--- config.mk ---
export PLATFORM = sky130hd
export DESIGN_NAME = shifting_array_list
export DESIGN_NICKNAME = d
export VERILOG_FILES = /design/src/hdl/sal_pkg.sv /design/src/hdl/shifting_array_list.sv /design/src/hdl/sal_ctrl.sv /design/src/hdl/sal_dp.sv
export SDC_FILE = /design/constraint.sdc
export NUM_CORES = 2
export LEC_CHECK = 0
export BUFFER_PORTS_ARGS = -buffer_cell sky130_fd_sc_hd__buf_2
export CAP_MARGIN = 20
export CELL_PAD_IN_SITES_DETAIL_PLACEMENT = 2
export CELL_PAD_IN_SITES_GLOBAL_PLACEMENT = 2
export CORE_AREA = 2 2 266 268
export DETAILED_ROUTE_END_ITERATION = 7
export DIE_AREA = 0 0 268 270
export PLACE_DENSITY_LB_ADDON = 0.1
export SLEW_MARGIN = 10
export SYNTH_ARGS = -nofsm -noshare
export SYNTH_HDL_FRONTEND = slang
export SYNTH_HIERARCHICAL = 1
export SYNTH_SLANG_ARGS = --single-unit
export TNS_END_PERCENT = 30
--- constraint.sdc ---
create_clock -name clk -period 12 [get_ports clk]
set_input_delay 1.2 -clock clk [delete_from_list [all_inputs] [get_ports clk]]
set_output_delay 1.2 -clock clk [all_outputs]
set_load 0.01 [all_outputs]
--- src/hdl/sal_pkg.sv ---
package sal_pkg;

  localparam int DEPTH_DEF      = 16;
  localparam int WORD_WIDTH_DEF = 32;

  localparam int OPCODE_W = 3;
  localparam int POS_W    = 4;
  localparam int VALUE_W  = 32;
  localparam int COUNT_W  = 5;
  localparam int STATUS_W = 2;

  typedef enum logic [OPCODE_W-1:0] {
    OP_APPEND  = 3'd0,
    OP_PREPEND = 3'd1,
    OP_REMOVE  = 3'd2,
    OP_READ    = 3'd3,
    OP_WRITE   = 3'd4
  } op_t;

  typedef enum logic [STATUS_W-1:0] {
    ST_DONE  = 2'd0,
    ST_FULL  = 2'd1,
    ST_RANGE = 2'd2
  } status_t;

  typedef enum logic {
    S_IDLE = 1'b0,
    S_EXEC = 1'b1
  } state_t;

  typedef struct packed {
    logic latch;
    logic exec;
  } cmd_t;

  typedef struct packed {
    logic out_busy;
  } stat_t;

endpackage

--- src/hdl/shifting_array_list.sv ---
// An accepted input beat is latched, then executed in the EXEC state once the output
// register is free; its result is registered. No beat is accepted during execution.
// A waiting result stalls execution of the next item but not its accept.
// Prepend and remove shift the entry cells in parallel; append, read and write do not shift.
// Reset clears the entry count, controller state and output valid; entries are not reset.
module shifting_array_list #(
  parameter int DEPTH      = sal_pkg::DEPTH_DEF,
  parameter int WORD_WIDTH = sal_pkg::WORD_WIDTH_DEF
) (
  input  logic                         clk,
  input  logic                         rst,
  input  logic                         in_valid,
  output logic                         in_ready,
  input  logic [sal_pkg::OPCODE_W-1:0] opcode,
  input  logic [sal_pkg::POS_W-1:0]    position,
  input  logic [sal_pkg::VALUE_W-1:0]  value,
  output logic                         out_valid,
  input  logic                         out_ready,
  output logic [sal_pkg::VALUE_W-1:0]  read_data,
  output logic [sal_pkg::COUNT_W-1:0]  count,
  output logic [sal_pkg::STATUS_W-1:0] status
);
  import sal_pkg::*;

  cmd_t  cmd;
  stat_t stat;

  sal_ctrl u_ctrl (
    .clk      (clk),
    .rst      (rst),
    .in_valid (in_valid),
    .in_ready (in_ready),
    .stat     (stat),
    .cmd      (cmd)
  );

  sal_dp #(
    .DEPTH      (DEPTH),
    .WORD_WIDTH (WORD_WIDTH)
  ) u_dp (
    .clk       (clk),
    .rst       (rst),
    .cmd       (cmd),
    .stat      (stat),
    .opcode    (opcode),
    .position  (position),
    .value     (value),
    .out_valid (out_valid),
    .out_ready (out_ready),
    .read_data (read_data),
    .count     (count),
    .status    (status)
  );

endmodule

--- src/hdl/sal_ctrl.sv ---
module sal_ctrl (
  input  logic          clk,
  input  logic          rst,
  input  logic          in_valid,
  output logic          in_ready,
  input  sal_pkg::stat_t stat,
  output sal_pkg::cmd_t  cmd
);
  import sal_pkg::*;

  state_t state;
  state_t state_next;

  always_ff @(posedge clk) begin
    if (rst) begin
      state <= S_IDLE;
    end else begin
      state <= state_next;
    end
  end

  always_comb begin
    state_next = state;
    in_ready   = 1'b0;
    cmd        = '0;
    case (state)
      S_IDLE: begin
        in_ready  = 1'b1;
        cmd.latch = in_valid;
        if (in_valid) begin
          state_next = S_EXEC;
        end
      end
      S_EXEC: begin
        // hold until the output register is free
        if (!stat.out_busy) begin
          cmd.exec   = 1'b1;
          state_next = S_IDLE;
        end
      end
      default: begin
        state_next = S_IDLE;
      end
    endcase
  end

  assert property (@(posedge clk) disable iff (rst)
    cmd.latch |=> state == S_EXEC)
    else $error("accepted beat did not start execution");

  assert property (@(posedge clk) disable iff (rst)
    state == S_EXEC && stat.out_busy |=> state == S_EXEC)
    else $error("execution left while output busy");

  assert property (@(posedge clk) disable iff (rst)
    !(cmd.latch && cmd.exec))
    else $error("latch and exec in the same cycle");

endmodule

--- src/hdl/sal_dp.sv ---
module sal_dp #(
  parameter int DEPTH      = sal_pkg::DEPTH_DEF,
  parameter int WORD_WIDTH = sal_pkg::WORD_WIDTH_DEF
) (
  input  logic                         clk,
  input  logic                         rst,
  input  sal_pkg::cmd_t                cmd,
  output sal_pkg::stat_t               stat,
  input  logic [sal_pkg::OPCODE_W-1:0] opcode,
  input  logic [sal_pkg::POS_W-1:0]    position,
  input  logic [sal_pkg::VALUE_W-1:0]  value,
  output logic                         out_valid,
  input  logic                         out_ready,
  output logic [sal_pkg::VALUE_W-1:0]  read_data,
  output logic [sal_pkg::COUNT_W-1:0]  count,
  output logic [sal_pkg::STATUS_W-1:0] status
);
  import sal_pkg::*;

  localparam int CNT_W = $clog2(DEPTH + 1);
  localparam int IDX_W = $clog2(DEPTH);
  localparam int CMP_W = (POS_W > CNT_W) ? POS_W : CNT_W;

  logic [OPCODE_W-1:0]   op;
  logic [POS_W-1:0]      pos;
  logic [WORD_WIDTH-1:0] word;

  logic [WORD_WIDTH-1:0] cells [DEPTH];
  logic [WORD_WIDTH-1:0] cells_next [DEPTH];
  logic [WORD_WIDTH-1:0] up [DEPTH];
  logic [WORD_WIDTH-1:0] down [DEPTH];

  logic [CNT_W-1:0]      cnt;
  logic [CNT_W-1:0]      cnt_next;
  logic                  full;
  logic                  in_range;
  logic [IDX_W-1:0]      idx;
  logic [CMP_W-1:0]      pos_ext;

  logic                  out_valid_next;
  logic [VALUE_W-1:0]    rd_next;
  status_t               st_next;

  always_ff @(posedge clk) begin
    if (cmd.latch) begin
      op   <= opcode;
      pos  <= position;
      word <= WORD_WIDTH'(value);
    end
  end

  assign full     = (cnt == CNT_W'(DEPTH));
  assign pos_ext  = CMP_W'(pos);
  assign in_range = (pos_ext < CMP_W'(cnt));
  assign idx      = pos_ext[IDX_W-1:0];

  for (genvar i = 0; i < DEPTH; i++) begin : g_nbr
    if (i == 0) begin : g_first
      assign up[i] = word;
    end else begin : g_up
      assign up[i] = cells[i-1];
    end
    if (i == DEPTH - 1) begin : g_last
      assign down[i] = cells[i];
    end else begin : g_down
      assign down[i] = cells[i+1];
    end
  end

  always_comb begin
    cells_next = cells;
    cnt_next   = cnt;
    rd_next    = '0;
    st_next    = ST_DONE;
    case (op_t'(op))
      OP_APPEND: begin
        if (full) begin
          st_next = ST_FULL;
        end else begin
          for (int i = 0; i < DEPTH; i++) begin
            if (CNT_W'(i) == cnt) begin
              cells_next[i] = word;
            end
          end
          cnt_next = cnt + 1'b1;
        end
      end
      OP_PREPEND: begin
        if (full) begin
          st_next = ST_FULL;
        end else begin
          cells_next = up;
          cnt_next   = cnt + 1'b1;
        end
      end
      OP_REMOVE: begin
        if (!in_range) begin
          st_next = ST_RANGE;
        end else begin
          for (int i = 0; i < DEPTH; i++) begin
            if (IDX_W'(i) >= idx) begin
              cells_next[i] = down[i];
            end
          end
          cnt_next = cnt - 1'b1;
        end
      end
      OP_READ: begin
        if (!in_range) begin
          st_next = ST_RANGE;
        end else begin
          rd_next = VALUE_W'(cells[idx]);
        end
      end
      OP_WRITE: begin
        if (!in_range) begin
          st_next = ST_RANGE;
        end else begin
          cells_next[idx] = word;
        end
      end
      default: begin
        st_next = ST_DONE;
      end
    endcase
  end

  always_ff @(posedge clk) begin
    if (cmd.exec) begin
      cells <= cells_next;
    end
  end

  always_ff @(posedge clk) begin
    if (rst) begin
      cnt <= '0;
    end else if (cmd.exec) begin
      cnt <= cnt_next;
    end
  end

  assign out_valid_next = cmd.exec | (out_valid & ~out_ready);

  always_ff @(posedge clk) begin
    if (rst) begin
      out_valid <= 1'b0;
    end else begin
      out_valid <= out_valid_next;
    end
  end

  always_ff @(posedge clk) begin
    if (cmd.exec) begin
      read_data <= rd_next;
      count     <= COUNT_W'(cnt_next);
      status    <= st_next;
    end
  end

  assign stat.out_busy = out_valid & ~out_ready;

  assert property (@(posedge clk) disable iff (rst)
    cnt <= CNT_W'(DEPTH))
    else $error("entry count past capacity");

  assert property (@(posedge clk) disable iff (rst)
    cmd.exec && st_next == ST_FULL |-> full)
    else $error("full status on a store with room");

  assert property (@(posedge clk) disable iff (rst)
    cmd.exec |-> !stat.out_busy)
    else $error("result overwritten before it was taken");

  assert property (@(posedge clk) disable iff (rst)
    !cmd.exec |=> cnt == $past(cnt))
    else $error("count moved without an operation");

endmodule
==> run summary <==
The run finished, with violations left. The checks that failed: DRC. The total number of vias is 27653. The number of sinks handled by clock tree synthesis is 597.

The total leakage power is 13.2 nW. The clock tree from TritonCTS is built. The final cell count without fillers is 3552. Using the TritonRoute via totals, the vias-per-cell ratio works out to 7.79.

The most used flip-flop cell after synthesis is sky130_fd_sc_hd__edfxtp_1. The most numerous cell on the critical path is sky130_fd_sc_hd__buf_4. The mean area per synthesized cell is 12.7 um2. The critical path starts at u_dp/op[0]. The maximum buffer depth of the clock tree came out at 3. The final setup TNS came out at 0 ps. The number of cells produced by synthesis came out at 2663. The startpoint identified for the worst register-to-register timing path is u_dp/op[0]. The kind of critical path is reg2reg. The depth of the CTS H-tree came out at 3.

The initial detailed-routing violation count is 4951. The minimum clock period after layout is 4070 ps. The number of global-route vias before repair is 28666. Input and output buffers added on the ports amount to 83. The maximum clock rate came out at 0.246 GHz.

The count of flip-flops with a built-in enable after synthesis came out at 590. After detailed routing, the total wire length is 130000 um. The worst endpoint data arrival time came out at 4550 ps. The final count of hold timing violations is 0. The total power divided by cell area is 145 mW/mm2. The share of post-route cells with drive strength above 1 is 17.3%.

The first global-routing pass estimated 193000 um of wire. The total congestion overflow after global routing is 0. The number of warnings issued by yosys is 6. The final max-slew violation count came to 0. The share of synthesized registers carrying an async set or reset came out at 0%.

Synthesis instantiated 65 different standard cells from the library. The synthesized area is 0.0338 mm2. The type of destination of the critical path is a flop. The count of inserted antenna diode cells is 0. The worst register-to-register path has a setup slack of 7930 ps.

The count of cells along the worst register-to-register path came out at 8. Routability-driven placement finished with a final weighted congestion of 0.824. For this run, the total global-route usage over all layers was measured as 35.5%.

The min-delay analysis places its worst path in the category reg2reg. The worst hold path depth is 2. The routed length per placed instance came out at 36.7 um. Relative to the synthesized area, the layout overhead comes to 9.99%.

The clock reaches the later pin of the worst-skew pair after 630 ps. The critical path's largest stage delay is 710 ps. The largest fanout on the critical path is 200. The placed instance count is 3421. The pin count of the biggest net entering global routing came out at 221. The post-layout net count came out at 2611. The share of the Yosys chip area taken by registers is 52.9%. The final-report setup violation count came out at 0.

For the pin with the worst max-slew slack, the measured transition is 1220 ps. The post-CTS clock slew at the launch and capture registers of the worst setup and hold paths came out at 60 ps. The most critical setup path has its endpoint at u_dp/cells[294].

The initial antenna violation count is 0. The max-capacitance violation count came out at 0. Measured along the x axis, the die boundary spans 268 um. For this design, the slowest cell found on the critical path is sky130_fd_sc_hd__buf_4. Setup repair after global routing left no endpoint under its margin.

The worst supply voltage drop on vdd came out at 98.7 uV. The post-CTS resize count is 0. The initialized floorplan defines 97 standard-cell rows. In the finished design, the share of the clock period the worst path needs comes to 33.9%. The die outline area is 0.0724 mm2. The effective utilization at floorplan is 48.6%. The destination of the worst register-to-register timing path is u_dp/cells[294].

The number of clock buffers inserted by TritonCTS is 71. Traced cell by cell, the critical path runs through inv_2, nor3_2, buf_12, buf_4, buf_16, buf_4, a222oi_1, nand2_1. The final worst clock skew came out at 24.2 ps.

The number of setup buffers added after CTS came out at 0. The number of hold buffers added after CTS was 0. The number of search-and-repair iterations in the first detailed-routing pass came out at 8. Headroom to the max-slew limit came out at 18.5%. The total nets after synthesis is 2715.

The completed layout was analyzed and its total power is 5.40 mW. The height of the die is 270 um. For the worst setup path, the data required time is 12490 ps.

The area of the core region is 0.0695 mm2. The clock tree root driver cell is sky130_fd_sc_hd__clkbuf_16. In this run the remaining antenna-violating nets after routing total 0.

The post-route DRC violation count came out at 1. The sort of element at the start of the critical path is a flop. The detailed placer's ending HPWL came out at 71800 um. During I/O placement, the number of pins put on the boundary was 84. The register bit count reported by yosys came out at 597.
==> layer usage <==
metal	share of wire (%)	vias to the layer above	track usage, %
met5	0	-	0
met4	3.5	0	12.7
met3	9.3	311	5.65
met2	49	1680	58.6
met1	38	14609	47.4
li1	-	11053	-
==> report_power, final <==
part	leakage (nW)	internal, mW	switching (mW)
clock network	1.06	1.19	0.900
registers	5.52	2.42	0.107
logic	6.61	0.292	0.489
==> how the worst min path moves through the flow <==
| stage | from | endpoint | slack [ps] |
|---|---|---|---|
| 4_1_cts | u_ctrl/state | u_ctrl/state | 600 |
| 2_1_floorplan | u_ctrl/state | u_ctrl/state | 500 |
| 3_5_place_dp | u_ctrl/state | u_ctrl/state | 580 |
| 6_report | u_ctrl/state | u_ctrl/state | 580 |
| 5_1_grt | u_ctrl/state | u_ctrl/state | 610 |
| 3_3_place_gp | u_ctrl/state | u_ctrl/state | 520 |
==> registers in the layout (all words and copies together) (netlist names) <==
| signal | cells |
|---|---|
| u_dp/cells | 512 |
| u_dp/out_valid | 1 |
| u_dp/status | 2 |
| u_dp/word | 32 |
| u_ctrl/state | 1 |
| u_dp/idx | 4 |
| u_dp/read_data | 32 |
| u_dp/op | 3 |
| u_dp/cnt | 5 |
| u_dp/count | 5 |
==> layout by cell type, fill, tap and decap left out, types with 3 or more instances in the layout <==
cell type and count:
sky130_fd_sc_hd__edfxtp_1 590, sky130_fd_sc_hd__nand2_1 403, sky130_fd_sc_hd__a222oi_1 288, sky130_fd_sc_hd__a221o_1 225
sky130_fd_sc_hd__a22o_1 224, sky130_fd_sc_hd__mux4_2 128, sky130_fd_sc_hd__inv_1 106, sky130_fd_sc_hd__buf_2 83
sky130_fd_sc_hd__clkbuf_16 76, sky130_fd_sc_hd__buf_4 74, sky130_fd_sc_hd__a211oi_1 65, sky130_fd_sc_hd__mux2i_1 34
sky130_fd_sc_hd__nor2b_1 34, sky130_fd_sc_hd__clkinv_1 24, sky130_fd_sc_hd__nor2_1 24, sky130_fd_sc_hd__a21oi_1 23
sky130_fd_sc_hd__o21ai_0 20, sky130_fd_sc_hd__o21ai_1 19, sky130_fd_sc_hd__a21oi_4 15, sky130_fd_sc_hd__clkbuf_1 14
sky130_fd_sc_hd__nor3_2 12, sky130_fd_sc_hd__nor3_1 10, sky130_fd_sc_hd__o21ai_4 9, sky130_fd_sc_hd__ha_1 9
sky130_fd_sc_hd__clkinv_2 8, sky130_fd_sc_hd__dfxtp_1 7, sky130_fd_sc_hd__nor2_4 5, sky130_fd_sc_hd__buf_16 5
sky130_fd_sc_hd__and2_1 4, sky130_fd_sc_hd__nand2b_1 4, sky130_fd_sc_hd__xnor2_1 3, sky130_fd_sc_hd__nand3_1 3
sky130_fd_sc_hd__o31ai_4 3, sky130_fd_sc_hd__a211oi_4 3, sky130_fd_sc_hd__a31oi_1 3, sky130_fd_sc_hd__buf_12 3
==> synth_stat cells (all sizes together), types with 4 or more instances <==
cell | instances | area (um2)
a211oi | 69 | 523
a21oi | 38 | 235
a221o | 225 | 2250
a222oi | 288 | 2880
a22o | 224 | 1960
a31oi | 4 | 40.0
and2 | 4 | 25.0
buf | 167 | 868
clkbuf | 175 | 658
dfxtp | 7 | 140
edfxtp | 590 | 17700
ha | 9 | 113
inv | 108 | 405
mux2i | 34 | 340
mux4 | 128 | 2880
nand2 | 404 | 1520
nand2b | 6 | 45.0
nor2 | 31 | 129
nor2b | 35 | 226
nor3 | 22 | 120
nor4 | 4 | 46.3
o21ai | 48 | 259
o31ai | 5 | 52.6
==> critical path, delay by kind of cell (launching register included) <==
| family | cells | cell delay (ps) |
|---|---|---|
| AOI/OAI and AO/OA | 1 | 280 |
| buffers and inverters | 5 | 2440 |
| and+or+nand+nor | 2 | 400 |
| DFF | 1 | 610 |
==> through the flow <==
step / util, % / setup slack (ps) / area (um2) / hold slack, ps
CTS: 53.2 / 7810 / 37000 / 597
global route: 53.4 / 7640 / 37200 / 611
global placement: 50.1 / 8050 / 34900 / 515
floorplan: - / 4870 / 33800 / 503
detailed placement: 50.1 / 7850 / 34900 / 584
finish: 53.4 / 7930 / 37200 / 582
==> final cells by class <==
type,instances,area [um2]
Multi-Input combinational cell,1616,14400
Clock inverter,36,215
Sequential cell,597,17900
Fill cell,6452,32400
Inverter,108,405
Tap cell,940,1180
Timing Repair Buffer,165,1170
Clock buffer,90,1950
==> cell families after synthesis <==
| kind of cell | Yosys count | synth area share (%) |
|---|---|---|
| XOR/XNOR | 4 | 0.104 |
| multiplexers | 163 | 9.57 |
| adder cells (fa/ha/maj) | 9 | 0.333 |
| buffers and inverters | 450 | 5.72 |
| AO/OA/AOI/OAI | 921 | 24.9 |
| AND/OR/NAND/NOR | 519 | 6.51 |
| flip-flops | 597 | 52.9 |
Power figures use the tool's default switching activity.
